$ cat src/hw/rtl/tdcc_pkg.sv
// ----------------------------------------------------------------------------
// tdcc_pkg: shared types and constants of the calendar clock
// Function codes, controller states, command and status words between the
// controller and the datapath, and the calendar constants.
// ----------------------------------------------------------------------------
package tdcc_pkg;

  localparam int unsigned TICK_W = 48;
  localparam int unsigned SEC_W  = 40;
  localparam int unsigned NS_W   = 30;

  localparam logic [NS_W-1:0] NS_PER_SEC        = 30'd1000000000;
  localparam logic [NS_W-1:0] NS_MAX            = 30'd999999999;
  localparam logic [NS_W-1:0] NS_PER_TICK_RESET = 30'd10000000;

  // floor(y / 400) as (y * YEAR_RECIP) >> YEAR_RECIP_SHIFT, exact for 14-bit y
  localparam logic [12:0] YEAR_RECIP       = 13'd5243;
  localparam int unsigned YEAR_RECIP_SHIFT = 21;
  localparam logic [8:0]  YEARS_PER_ERA    = 9'd400;

  localparam logic signed [24:0] DAYS_PER_ERA    = 25'sd146097;
  localparam logic signed [24:0] DAYS_PER_YEAR   = 25'sd365;
  localparam logic signed [24:0] EPOCH_DAY_SHIFT = 25'sd719468;
  localparam logic signed [41:0] SEC_PER_DAY     = 42'sd86400;

  // APB register map
  localparam logic REG_NS_PER_TICK = 1'b0;

  typedef enum logic [1:0] {
    FUNC_TICK    = 2'd0,
    FUNC_DATE    = 2'd1,
    FUNC_SECONDS = 2'd2,
    FUNC_READ    = 2'd3
  } func_e;

  typedef enum logic [2:0] {
    ST_IDLE,
    ST_APPLY,
    ST_CIV_YOE,
    ST_CIV_DAYS,
    ST_CIV_SECS,
    ST_PUBLISH
  } ctrl_state_e;

  typedef struct packed {
    logic capture;
    logic apply;
    logic civ_yoe;
    logic civ_days;
    logic civ_secs;
    logic publish;
  } dp_cmd_t;

  typedef struct packed {
    logic is_date;
  } dp_status_t;

  // Days from March 1 to the first of the month, year starting in March
  function automatic logic [8:0] month_offset(input logic [3:0] month);
    logic [8:0] off;
    unique case (month)
      4'd0:    off = 9'd275;
      4'd1:    off = 9'd306;
      4'd2:    off = 9'd337;
      4'd3:    off = 9'd0;
      4'd4:    off = 9'd31;
      4'd5:    off = 9'd61;
      4'd6:    off = 9'd92;
      4'd7:    off = 9'd122;
      4'd8:    off = 9'd153;
      4'd9:    off = 9'd184;
      4'd10:   off = 9'd214;
      4'd11:   off = 9'd245;
      4'd12:   off = 9'd275;
      4'd13:   off = 9'd306;
      4'd14:   off = 9'd337;
      default: off = 9'd367;
    endcase
    return off;
  endfunction

endpackage

$ cat src/hw/rtl/tdcc_ctrl.sv
// ----------------------------------------------------------------------------
// tdcc_ctrl: sequencer of the calendar clock
// Accepts one word at a time, steps the datapath through the date stages for
// set-date words and hands the result to the output register when it is free.
// ----------------------------------------------------------------------------
module tdcc_ctrl (
  input  logic                 clk_i,
  input  logic                 rst_ni,
  input  logic                 in_valid_i,
  output logic                 in_ready_o,
  output logic                 out_valid_o,
  input  logic                 out_ready_i,
  input  tdcc_pkg::dp_status_t status_i,
  output tdcc_pkg::dp_cmd_t    cmd_o
);

  tdcc_pkg::ctrl_state_e state_q, state_d;
  logic                  out_valid_q, out_valid_d;
  logic                  out_free;

  assign out_free = !out_valid_q || out_ready_i;

  always_comb begin
    state_d = state_q;
    unique case (state_q)
      tdcc_pkg::ST_IDLE: begin
        if (in_valid_i) state_d = tdcc_pkg::ST_APPLY;
      end
      tdcc_pkg::ST_APPLY: begin
        state_d = status_i.is_date ? tdcc_pkg::ST_CIV_YOE : tdcc_pkg::ST_PUBLISH;
      end
      tdcc_pkg::ST_CIV_YOE:  state_d = tdcc_pkg::ST_CIV_DAYS;
      tdcc_pkg::ST_CIV_DAYS: state_d = tdcc_pkg::ST_CIV_SECS;
      tdcc_pkg::ST_CIV_SECS: state_d = tdcc_pkg::ST_PUBLISH;
      tdcc_pkg::ST_PUBLISH: begin
        if (out_free) state_d = tdcc_pkg::ST_IDLE;
      end
      default: state_d = tdcc_pkg::ST_IDLE;
    endcase
  end

  always_comb begin
    cmd_o      = '0;
    in_ready_o = 1'b0;
    unique case (state_q)
      tdcc_pkg::ST_IDLE: begin
        in_ready_o    = 1'b1;
        cmd_o.capture = in_valid_i;
      end
      tdcc_pkg::ST_APPLY:    cmd_o.apply    = 1'b1;
      tdcc_pkg::ST_CIV_YOE:  cmd_o.civ_yoe  = 1'b1;
      tdcc_pkg::ST_CIV_DAYS: cmd_o.civ_days = 1'b1;
      tdcc_pkg::ST_CIV_SECS: cmd_o.civ_secs = 1'b1;
      tdcc_pkg::ST_PUBLISH:  cmd_o.publish  = out_free;
      default: ;
    endcase
  end

  assign out_valid_d = cmd_o.publish ? 1'b1 : (out_ready_i ? 1'b0 : out_valid_q);
  assign out_valid_o = out_valid_q;

  always_ff @(posedge clk_i or negedge rst_ni) begin
    if (!rst_ni) begin
      state_q     <= tdcc_pkg::ST_IDLE;
      out_valid_q <= 1'b0;
    end else begin
      state_q     <= state_d;
      out_valid_q <= out_valid_d;
    end
  end

  a_publish_free: assert property (@(posedge clk_i) disable iff (!rst_ni)
    cmd_o.publish |-> (!out_valid_q || out_ready_i))
    else $error("result published over a waiting word");

  a_accept_apply: assert property (@(posedge clk_i) disable iff (!rst_ni)
    (in_valid_i && in_ready_o) |=> state_q == tdcc_pkg::ST_APPLY)
    else $error("accepted word not applied");

  a_rise_publish: assert property (@(posedge clk_i) disable iff (!rst_ni)
    $rose(out_valid_q) |-> $past(cmd_o.publish))
    else $error("output valid without publish");

  a_date_stages: assert property (@(posedge clk_i) disable iff (!rst_ni)
    state_q == tdcc_pkg::ST_CIV_SECS |-> $past(state_q, 2) == tdcc_pkg::ST_CIV_YOE)
    else $error("date stages skipped");

endmodule

$ cat src/hw/rtl/tdcc_datapath.sv
// ----------------------------------------------------------------------------
// tdcc_datapath: counters and date arithmetic of the calendar clock
// Holds the tick count, wall time and uptime, the days-from-civil stages and
// the output register.
// ----------------------------------------------------------------------------
module tdcc_datapath (
  input  logic                       clk_i,
  input  logic                       rst_ni,
  input  tdcc_pkg::dp_cmd_t          cmd_i,
  output tdcc_pkg::dp_status_t       status_o,
  input  logic [1:0]                 func_i,
  input  logic [13:0]                year_i,
  input  logic [3:0]                 month_i,
  input  logic [4:0]                 day_i,
  input  logic [4:0]                 hour_i,
  input  logic [5:0]                 minute_i,
  input  logic [5:0]                 second_i,
  input  logic signed [39:0]         set_seconds_i,
  input  logic [29:0]                set_nanoseconds_i,
  input  logic [29:0]                ns_per_tick_i,
  output logic [47:0]                tick_total_o,
  output logic signed [39:0]         now_seconds_o,
  output logic [29:0]                now_nanoseconds_o,
  output logic signed [39:0]         uptime_seconds_o,
  output logic [29:0]                uptime_nanoseconds_o
);

  // captured word
  tdcc_pkg::func_e    func_q;
  logic [13:0]        year_q;
  logic [3:0]         month_q;
  logic [4:0]         day_q;
  logic [4:0]         hour_q;
  logic [5:0]         minute_q;
  logic [5:0]         second_q;
  logic [39:0]        set_sec_q;
  logic [29:0]        set_ns_q;

  // clock state
  logic [47:0] tick_q, tick_d;
  logic [39:0] wall_sec_q, wall_sec_d;
  logic [29:0] wall_ns_q, wall_ns_d;
  logic [39:0] boot_sec_q, boot_sec_d;
  logic [29:0] boot_ns_q, boot_ns_d;

  // date stages
  logic               civ_neg_q;
  logic [13:0]        civ_ypos;
  logic [26:0]        civ_prod;
  logic [5:0]         civ_q_q;
  logic [13:0]        civ_y_q;
  logic signed [9:0]  doy_q, doy_d;
  logic [16:0]        tod_q, tod_d;
  logic [14:0]        rem;
  logic signed [6:0]  era_q, era_d;
  logic [8:0]         yoe_q, yoe_d;
  logic [1:0]         yoe_c100;
  logic signed [24:0] yoe_s, doe_s, era_days_s;
  logic signed [24:0] days_q, days_d;
  logic signed [41:0] civ_secs;

  // output register
  logic [47:0] out_tick_q;
  logic [39:0] out_wall_sec_q, out_boot_sec_q;
  logic [29:0] out_wall_ns_q, out_boot_ns_q;

  logic [29:0] step;
  logic [29:0] set_ns_clamp;
  logic [30:0] wall_sum, boot_sum;

  assign status_o.is_date = (func_q == tdcc_pkg::FUNC_DATE);

  always_ff @(posedge clk_i) begin
    if (cmd_i.capture) begin
      func_q    <= tdcc_pkg::func_e'(func_i);
      year_q    <= year_i;
      month_q   <= month_i;
      day_q     <= day_i;
      hour_q    <= hour_i;
      minute_q  <= minute_i;
      second_q  <= second_i;
      set_sec_q <= set_seconds_i;
      set_ns_q  <= set_nanoseconds_i;
    end
  end

  // stage A: shifted year, era estimate, day of year, time of day
  assign civ_ypos = (month_q <= 4'd2 && year_q != 14'd0) ? year_q - 14'd1 : year_q;
  assign civ_prod = 27'(civ_ypos) * 27'(tdcc_pkg::YEAR_RECIP);
  assign doy_d    = $signed(10'(tdcc_pkg::month_offset(month_q))) + $signed(10'(day_q))
                    - 10'sd1;
  assign tod_d    = 17'(hour_q) * 17'd3600 + 17'(minute_q) * 17'd60 + 17'(second_q);

  // stage B: era and year of era
  assign rem = 15'(civ_y_q) - 15'(civ_q_q) * 15'(tdcc_pkg::YEARS_PER_ERA);
  always_comb begin
    priority if (civ_neg_q) begin
      era_d = -7'sd1;
      yoe_d = 9'd399;
    end else if (rem >= 15'(tdcc_pkg::YEARS_PER_ERA)) begin
      era_d = $signed(7'(civ_q_q) + 7'd1);
      yoe_d = 9'(rem - 15'(tdcc_pkg::YEARS_PER_ERA));
    end else begin
      era_d = $signed(7'(civ_q_q));
      yoe_d = 9'(rem);
    end
  end

  // stage C: day number
  always_comb begin
    priority if (yoe_q >= 9'd300) yoe_c100 = 2'd3;
    else if (yoe_q >= 9'd200)     yoe_c100 = 2'd2;
    else if (yoe_q >= 9'd100)     yoe_c100 = 2'd1;
    else                          yoe_c100 = 2'd0;
  end
  assign yoe_s      = $signed(25'(yoe_q));
  assign doe_s      = yoe_s * tdcc_pkg::DAYS_PER_YEAR + (yoe_s >>> 2)
                      - $signed(25'(yoe_c100)) + 25'(doy_q);
  assign era_days_s = 25'(era_q) * tdcc_pkg::DAYS_PER_ERA;
  assign days_d     = era_days_s + doe_s - tdcc_pkg::EPOCH_DAY_SHIFT;

  // stage D: seconds
  assign civ_secs = 42'(days_q) * tdcc_pkg::SEC_PER_DAY + $signed(42'(tod_q));

  always_ff @(posedge clk_i) begin
    if (cmd_i.apply) begin
      civ_neg_q <= (month_q <= 4'd2 && year_q == 14'd0);
      civ_y_q   <= civ_ypos;
      civ_q_q   <= civ_prod[26:tdcc_pkg::YEAR_RECIP_SHIFT];
      doy_q     <= doy_d;
      tod_q     <= tod_d;
    end
    if (cmd_i.civ_yoe) begin
      era_q <= era_d;
      yoe_q <= yoe_d;
    end
    if (cmd_i.civ_days) begin
      days_q <= days_d;
    end
  end

  // counters
  assign step         = (ns_per_tick_i > tdcc_pkg::NS_MAX) ? tdcc_pkg::NS_MAX : ns_per_tick_i;
  assign set_ns_clamp = (set_ns_q > tdcc_pkg::NS_MAX) ? tdcc_pkg::NS_MAX : set_ns_q;
  assign wall_sum     = 31'(wall_ns_q) + 31'(step);
  assign boot_sum     = 31'(boot_ns_q) + 31'(step);

  always_comb begin
    tick_d     = tick_q;
    wall_sec_d = wall_sec_q;
    wall_ns_d  = wall_ns_q;
    boot_sec_d = boot_sec_q;
    boot_ns_d  = boot_ns_q;
    if (cmd_i.apply) begin
      unique case (func_q)
        tdcc_pkg::FUNC_TICK: begin
          tick_d = tick_q + 48'd1;
          if (wall_sum >= 31'(tdcc_pkg::NS_PER_SEC)) begin
            wall_ns_d  = 30'(wall_sum - 31'(tdcc_pkg::NS_PER_SEC));
            wall_sec_d = wall_sec_q + 40'd1;
          end else begin
            wall_ns_d = 30'(wall_sum);
          end
          if (boot_sum >= 31'(tdcc_pkg::NS_PER_SEC)) begin
            boot_ns_d  = 30'(boot_sum - 31'(tdcc_pkg::NS_PER_SEC));
            boot_sec_d = boot_sec_q + 40'd1;
          end else begin
            boot_ns_d = 30'(boot_sum);
          end
        end
        tdcc_pkg::FUNC_SECONDS: begin
          wall_sec_d = set_sec_q;
          wall_ns_d  = set_ns_clamp;
        end
        tdcc_pkg::FUNC_DATE: ;
        tdcc_pkg::FUNC_READ: ;
        default: ;
      endcase
    end else if (cmd_i.civ_secs) begin
      wall_sec_d = civ_secs[39:0];
      wall_ns_d  = '0;
    end
  end

  always_ff @(posedge clk_i or negedge rst_ni) begin
    if (!rst_ni) begin
      tick_q     <= '0;
      wall_sec_q <= '0;
      wall_ns_q  <= '0;
      boot_sec_q <= '0;
      boot_ns_q  <= '0;
    end else begin
      tick_q     <= tick_d;
      wall_sec_q <= wall_sec_d;
      wall_ns_q  <= wall_ns_d;
      boot_sec_q <= boot_sec_d;
      boot_ns_q  <= boot_ns_d;
    end
  end

  always_ff @(posedge clk_i) begin
    if (cmd_i.publish) begin
      out_tick_q     <= tick_q;
      out_wall_sec_q <= wall_sec_q;
      out_wall_ns_q  <= wall_ns_q;
      out_boot_sec_q <= boot_sec_q;
      out_boot_ns_q  <= boot_ns_q;
    end
  end

  assign tick_total_o         = out_tick_q;
  assign now_seconds_o        = $signed(out_wall_sec_q);
  assign now_nanoseconds_o    = out_wall_ns_q;
  assign uptime_seconds_o     = $signed(out_boot_sec_q);
  assign uptime_nanoseconds_o = out_boot_ns_q;

endmodule

$ cat src/hw/rtl/tick_driven_calendar_clock.sv
// ----------------------------------------------------------------------------
// tick_driven_calendar_clock: tick-driven real-time clock with date load
// Tick, set-seconds and read words pass through the apply and publish steps;
// set-date words also go through the year-of-era, day and seconds stages.
// The sequencer holds one word at a time and takes no new word until the
// result is published, which waits for the output register to be free.
// Reset: all counters clear to zero, ns_per_tick returns to 10000000.
// ----------------------------------------------------------------------------
module tick_driven_calendar_clock (
  input  logic                clk_i,
  input  logic                rst_ni,
  // input words
  input  logic                in_valid_i,
  output logic                in_ready_o,
  input  logic [1:0]          func_i,
  input  logic [13:0]         year_i,
  input  logic [3:0]          month_i,
  input  logic [4:0]          day_i,
  input  logic [4:0]          hour_i,
  input  logic [5:0]          minute_i,
  input  logic [5:0]          second_i,
  input  logic signed [39:0]  set_seconds_i,
  input  logic [29:0]         set_nanoseconds_i,
  // result words
  output logic                out_valid_o,
  input  logic                out_ready_i,
  output logic [47:0]         tick_total_o,
  output logic signed [39:0]  now_seconds_o,
  output logic [29:0]         now_nanoseconds_o,
  output logic signed [39:0]  uptime_seconds_o,
  output logic [29:0]         uptime_nanoseconds_o,
  // APB configuration
  input  logic                psel,
  input  logic                penable,
  input  logic                pwrite,
  input  logic [2:0]          paddr,
  input  logic [31:0]         pwdata,
  output logic [31:0]         prdata,
  output logic                pready
);

  tdcc_pkg::dp_cmd_t    cmd;
  tdcc_pkg::dp_status_t status;

  logic [29:0] ns_per_tick_q, ns_per_tick_d;
  logic        reg_sel;

  assign pready  = 1'b1;
  assign reg_sel = (paddr[2] == tdcc_pkg::REG_NS_PER_TICK);

  assign ns_per_tick_d = (psel && penable && pwrite && reg_sel) ? pwdata[29:0]
                                                                 : ns_per_tick_q;
  assign prdata        = reg_sel ? {2'b00, ns_per_tick_q} : '0;

  always_ff @(posedge clk_i or negedge rst_ni) begin
    if (!rst_ni) begin
      ns_per_tick_q <= tdcc_pkg::NS_PER_TICK_RESET;
    end else begin
      ns_per_tick_q <= ns_per_tick_d;
    end
  end

  tdcc_ctrl u_ctrl (
    .clk_i       (clk_i),
    .rst_ni      (rst_ni),
    .in_valid_i  (in_valid_i),
    .in_ready_o  (in_ready_o),
    .out_valid_o (out_valid_o),
    .out_ready_i (out_ready_i),
    .status_i    (status),
    .cmd_o       (cmd)
  );

  tdcc_datapath u_datapath (
    .clk_i                (clk_i),
    .rst_ni               (rst_ni),
    .cmd_i                (cmd),
    .status_o             (status),
    .func_i               (func_i),
    .year_i               (year_i),
    .month_i              (month_i),
    .day_i                (day_i),
    .hour_i               (hour_i),
    .minute_i             (minute_i),
    .second_i             (second_i),
    .set_seconds_i        (set_seconds_i),
    .set_nanoseconds_i    (set_nanoseconds_i),
    .ns_per_tick_i        (ns_per_tick_q),
    .tick_total_o         (tick_total_o),
    .now_seconds_o        (now_seconds_o),
    .now_nanoseconds_o    (now_nanoseconds_o),
    .uptime_seconds_o     (uptime_seconds_o),
    .uptime_nanoseconds_o (uptime_nanoseconds_o)
  );

endmodule

$ cat config.mk
export PLATFORM = sky130hd
export DESIGN_NAME = tick_driven_calendar_clock
export DESIGN_NICKNAME = d
export VERILOG_FILES = /design/src/hw/rtl/tdcc_pkg.sv /design/src/hw/rtl/tdcc_ctrl.sv /design/src/hw/rtl/tdcc_datapath.sv /design/src/hw/rtl/tick_driven_calendar_clock.sv
export SDC_FILE = /design/constraint.sdc
export NUM_CORES = 2
export LEC_CHECK = 0
export ABC_AREA = 1
export BUFFER_PORTS_ARGS = -buffer_cell sky130_fd_sc_hd__buf_2
export CAP_MARGIN = 20
export CELL_PAD_IN_SITES_DETAIL_PLACEMENT = 0
export CELL_PAD_IN_SITES_GLOBAL_PLACEMENT = 1
export CORE_MARGIN = 4
export CORE_UTILIZATION = 40
export DETAILED_ROUTE_END_ITERATION = 6
export PLACE_DENSITY_LB_ADDON = 0.1
export SLEW_MARGIN = 40
export SYNTH_ARGS = -nofsm -noshare
export SYNTH_HDL_FRONTEND = slang
export SYNTH_HIERARCHICAL = 1
export SYNTH_SLANG_ARGS = --single-unit
$ cat constraint.sdc
create_clock -name clk_i -period 9.4 [get_ports clk_i]
set_clock_uncertainty 0.05 [all_clocks]
set_input_delay 0 -clock clk_i [delete_from_list [all_inputs] [get_ports clk_i]]
set_output_delay 0 -clock clk_i [all_outputs]
set_load 0.02 [all_outputs]
# Word level (Yosys, flattened, before mapping)
# Memories as Yosys holds them, arrays and structs flattened. A register that Yosys moved wholly into a read port is not among the register bits.
# Cells that the tools add are included.
# W data, S select, Z words.
# op_classes
addsub	21
n_mul	7
n_lt_le_gt_ge	9
n_eq_ne	11
n_mux	32
bitwise	1
reduce_logical	18
# ops
operator	n
$mux W30	7
$mux W40	3
$add A40 B1 Y40 const B	2
$pmux W40 S2	1
$add A30 B30 Y31	2
$ge A31 B30 Y1 const B	2
$gt A30 B30 Y1 const B	2
$pmux W30 S2	1
$sub A30 B30 Y30 const B	2
$add A48 B1 Y48 const B	1
$add A40 B18 Y40	1
$mul A25 B11 Y33 const B	1
$mul A14 B13 Y27 const B	1
$add A25 B10 Y25	1
$add A25 B25 Y25	1
$add A25 B8 Y25	1
$mul A7 B19 Y25 const B	1
$sub A25 B21 Y25 const B	1
$sub A25 B3 Y25	1
$mul A9 B9 Y18 const B	1
$pmux W3 S6	1
$add A17 B12 Y17	1
$add A17 B6 Y17	1
$ge A15 B9 Y1 const B	1
40 further kinds	62
# word_totals
reg_bits	611
romBits	144
inputBits	154
output_inout_bits	223
elab_cells	130
n_memories	1
# memory_table
name	depth	word_bits	rd	rd_clocked_by_memory_dff	wr	line_no	rtl
(no name shown)	16	9	1	1	0	tdcc_pkg.sv:61	unique case (month)

# Logic depth before layout (Yosys ltp)
# logic_depth
word_depth	8
mapped_depth	45
depth_no_buf	45

# Modules after synthesis
# Netlist, hierarchy kept.
# modules_own_cells
module	instances	cells_per_inst	area_per_inst_um2	seq_area_each_um2
tdcc_datapath	1	5683	48390.2	16565.9
tick_driven_calendar_clock	1	202	1497.7	760.7
tdcc_ctrl	1	37	275.3	100.1

# Worst setup path before layout
# No wires, ideal clock.
# synth_path
kind	register to register
start	register u_datapath.yoe_q[6]
end	register u_datapath.days_q[21], data pin
setup_time_ns	0.265
arrival_ns	8.040
t_required_ns	9.085
setup_slack_ns	1.045
stages_incl_launch_ff	37
n_path_buf	0
synth_period_minus_slack_ns	8.355
cell_sequence	edfxtp_1 ha_1 nand2_1 nand2_1 a311oi_1 a21oi_1 ha_1 inv_1 ha_1 inv_1 fa_1 fa_1 ha_1 a21oi_1 o21ai_0 a21o_1 nand2_1 nand2_1 a21oi_1 xor2_1 fa_1 fa_1 fa_1 fa_1 fa_1 inv_1 ha_1 a21oi_1 o21a_1 nand2_1 a21boi_0 o21bai_1 a21oi_1 o21ai_0 a21oi_1 o21ai_0 xor2_1
# synth_between
elab_chain_len	8
elab_cells_between_ends	12
cone_classes	add/sub: 5; mul: 1; order compare: 3; mux: 3
# synth_lines
item	line_no	rtl
from (decl)	tdcc_datapath.sv:56	logic [8:0] yoe_q, yoe_d;
from (signal assigned)	tdcc_datapath.sv:135	yoe_q <= yoe_d;
parallel branches: the longest is 4 deep, another holds $add A25 B8 Y25	n/a	
$sub A25 B3 Y25 (*)	tdcc_datapath.sv:118	- $signed(25'(yoe_c100)) + 25'(doy_q);
$add A25 B10 Y25 (*)	tdcc_datapath.sv:118	
$add A25 B25 Y25 (*)	tdcc_datapath.sv:120	assign days_d = era_days_s + doe_s - tdcc_pkg::EPOCH_DAY_SHIFT;
$sub A25 B21 Y25 (*)	tdcc_datapath.sv:120	
net u_datapath.days_d[21]	tdcc_datapath.sv:59	logic signed [24:0] days_q, days_d;
to (signal assigned)	tdcc_datapath.sv:138	days_q <= days_d;
to (decl)	tdcc_datapath.sv:59	
# Mark *: on every way through the listed nets, which the timed path passes.
# A chain may end at the register's enable or synchronous reset.

# Worst setup path in the final report
# Ends and elaborated chain as after synthesis.

==> metrics.txt <==
share of cells above drive strength 1 a little over a tenth; global-route wire length before repair 233000 um; synthesized instance count 5922; max-slew violations 0; RePlAce Congestion 0.908; io pins 377; TritonCTS clock tree done; worst-path fanout max 8; design area 59700 sq um; Synth area leaders edfxtp_1 (23%), ha_1 (14%), dfrtp_1 (11%); vias in the first global route just over 40000; Critical path buffers and inverters 6; register area approximately 17000 sq um; mux cell area share after synthesis less than 1%; area fraction in compound gates after synthesis between 6 and 7%; hold crit path type in2reg; Min-Delay Startpoint set_seconds_i[38]; CTS Buf Count slightly below 80; fmax around 110 MHz; number of max-cap violations 0; die area around 130000 sq um; CTS Root Cell clkbuf_16; Std-Cell Rows about 130; leading cell types in the layout, fill and taps excluded nand2_1 (1418), inv_1 (1123), ha_1 (542), edfxtp_1 (389), nor2_1 (381); Core Area 124000 sq um; clock transition at the registers of the reported paths 0.06 ns; run status finished, final reports clean; Initial Utilization around two fifths; post-synthesis sequential area ratio 34.7%; Final Hold Vio Count 0; Yosys top cell area share 23.3%; Synthesis Warnings 6; worst slew pin tran 0.835 ns; multi-input logic area about 28000 sq um; Filler cells between 10000 and 15000; Synth area leader edfxtp_1; hold_ws 0.0552 ns; clock latency on the worst-skew pair 0.68 ns; CP most frequent cell fa_1; GRT Total Usage ~23%; Syn Area/Cell between 8 and 9 sq um; Routed wire per std cell around 18 um; Synth Area in Adders between 20% and 30%; clock sinks slightly above 600; placed inst area around 54000 sq um; Die Y-Extent around 360 um; DRT antenna net count 0; clock period minus worst slack about 8.9 ns; Top Family by Delay on Critical Path adder cells; CP endpoint kind register; Post-route DRC 0; Area Growth Syn to Fin 19.1%; EDFF count, synth ~390; RSZ-0062 raised after global routing false; flop2flop setup slack 0.54 ns; critical path type reg2reg; commonest non-fill, non-tap cell in the layout nand2_1; vias per cell between 4 and 5; dpl hpwl ~120000 um; Worst Setup SP u_datapath/yoe_q[6]; Yosys reg bits 620; post-layout util 48.1%; setup TNS 0 ns; worst path arrival time between 9 and 10 ns; DRT iter0 DRCs 2486; Worst path slowest cell edfxtp_1; nets between 7000 and 8000; # setup viols final 0; critical path startpoint category register; Max H-tree Level 3; largest net degree at the start of global routing 140; post-synthesis simple-gate area fraction a little over a fifth; routed via count between 40000 and 50000; Synth Area in XOR/XNOR 4.33%; Max stage delay on crit path approximately 0.53 ns; total routed wirelength between 100000 and 150000 um; Synth cell types 70; Tcrit/Tclk final between 90% and 100%; Reg2Reg Launch Point u_datapath/yoe_q[6]; Synth Flop Type edfxtp_1; headroom to the max-slew limit a little over two fifths; asr flop ratio synth 35.8%; GR Overflow Total 0; initial antenna violation count 19; Worst EP required 9.77 ns; cell area after synthesis between 50000 and 60000 sq um; clk buf depth 3; DR pass1 iterations 5; Chip Width approximately 360 um; PortBufs 369; largest family of logic cells by synthesized area adder cells
kinds of logic after synthesis:
group,Yosys count
AO/OA/AOI/OAI,551
XOR/XNOR,247
adder cells (fa/ha/maj),802
buffers and inverters,1222
flip-flops,620
multiplexers,1
other,2
AND/OR/NAND/NOR,2477
metrics by stage:
stage          instances  setup WS [ns]
6_report            8331          0.543
5_1_grt             8323        0.00193
4_1_cts             8310          0.105
3_5_place_dp        7886          0.130
3_3_place_gp        7884          0.165
2_1_floorplan       5923           1.05
area by class of cell:
class / count / share of cell area, %
Sequential cell: 620 / 29.2
Tap cell: 1637 / 3.43
Clock inverter: 53 / 1.12
Multi-Input combinational cell: 4081 / 47.0
Antenna cell: 10 / 0.0419
Timing Repair Buffer: 698 / 8.58
Inverter: 1141 / 7.18
Clock buffer: 91 / 3.47
path summary, 6_finish.rpt:
kind	end	cells past startpoint
setup / recovery	u_datapath/days_q[21]	37
hold / removal	u_datapath/set_sec_q[38]	2
setup reg to reg	u_datapath/days_q[21]	37
hold reg to reg	u_datapath/tod_q[1]	0
max in group asynchronous	u_datapath/tick_q[44]	5
min in group asynchronous	ns_per_tick_q[19]	3
state kept, by name (all words and copies together), names as in the netlist, 6 cells and up, named ones only:
name,flops
u_datapath/era_q,7
u_datapath/doy_q,10
u_datapath/wall_sec_q,40
u_datapath/civ_y_q,14
u_datapath/tick_total_o,48
u_datapath/now_nanoseconds_o,30
u_datapath/days_q,25
u_datapath/boot_ns_q,30
ns_per_tick_q,30
u_datapath/set_sec_q,40
u_datapath/minute_q,6
u_datapath/civ_q_q,6
u_datapath/uptime_nanoseconds_o,30
u_datapath/uptime_seconds_o,40
u_datapath/tod_q,17
u_datapath/year_q,14
u_datapath/yoe_q,9
u_datapath/tick_q,48
u_datapath/now_seconds_o,40
u_datapath/boot_sec_q,40
u_datapath/wall_ns_q,30
u_datapath/set_ns_q,30
u_datapath/second_q,6
synth_stat cells, types with 8 or more instances:
library cell,n
a21o_1,10
a21oi_1,211
a31oi_1,16
buf_4,15
buf_6,12
clkbuf_1,44
dfrtp_1,214
dfstp_2,8
dfxtp_1,9
edfxtp_1,389
fa_1,259
ha_1,543
inv_1,1128
inv_2,10
nand2_1,1418
nand2_2,17
nand3_1,333
nand3b_1,14
nand4_1,102
nor2_1,384
nor2_2,21
nor3_1,92
nor4_1,28
o211ai_1,11
o21a_1,9
o21ai_0,186
o21ai_1,13
o21ai_2,32
o21bai_1,22
o22ai_1,8
or2_2,23
xnor2_1,70
xor2_1,176
metal layers:
metal / part of all wire [%] / up-vias / track usage, %
met3: 5.3 / 179 / 4.05
li1: - / 20400 / -
met5: 0.13 / - / 0.726
met1: 48 / 19400 / 31.8
met4: 2.2 / 12 / 5.53
met2: 45 / 818 / 36.4
what timing repair did:
item,4_1_cts,5_1_grt
hold buffers,280,0
endpoints found under the hold margin,306,0
setup buffers,0,9
resized for setup,0,12
setup endpoints to repair,0,8
Power is not shown: default switching activity piles up to over one toggle a cycle in this logic, so the estimate is an artifact.
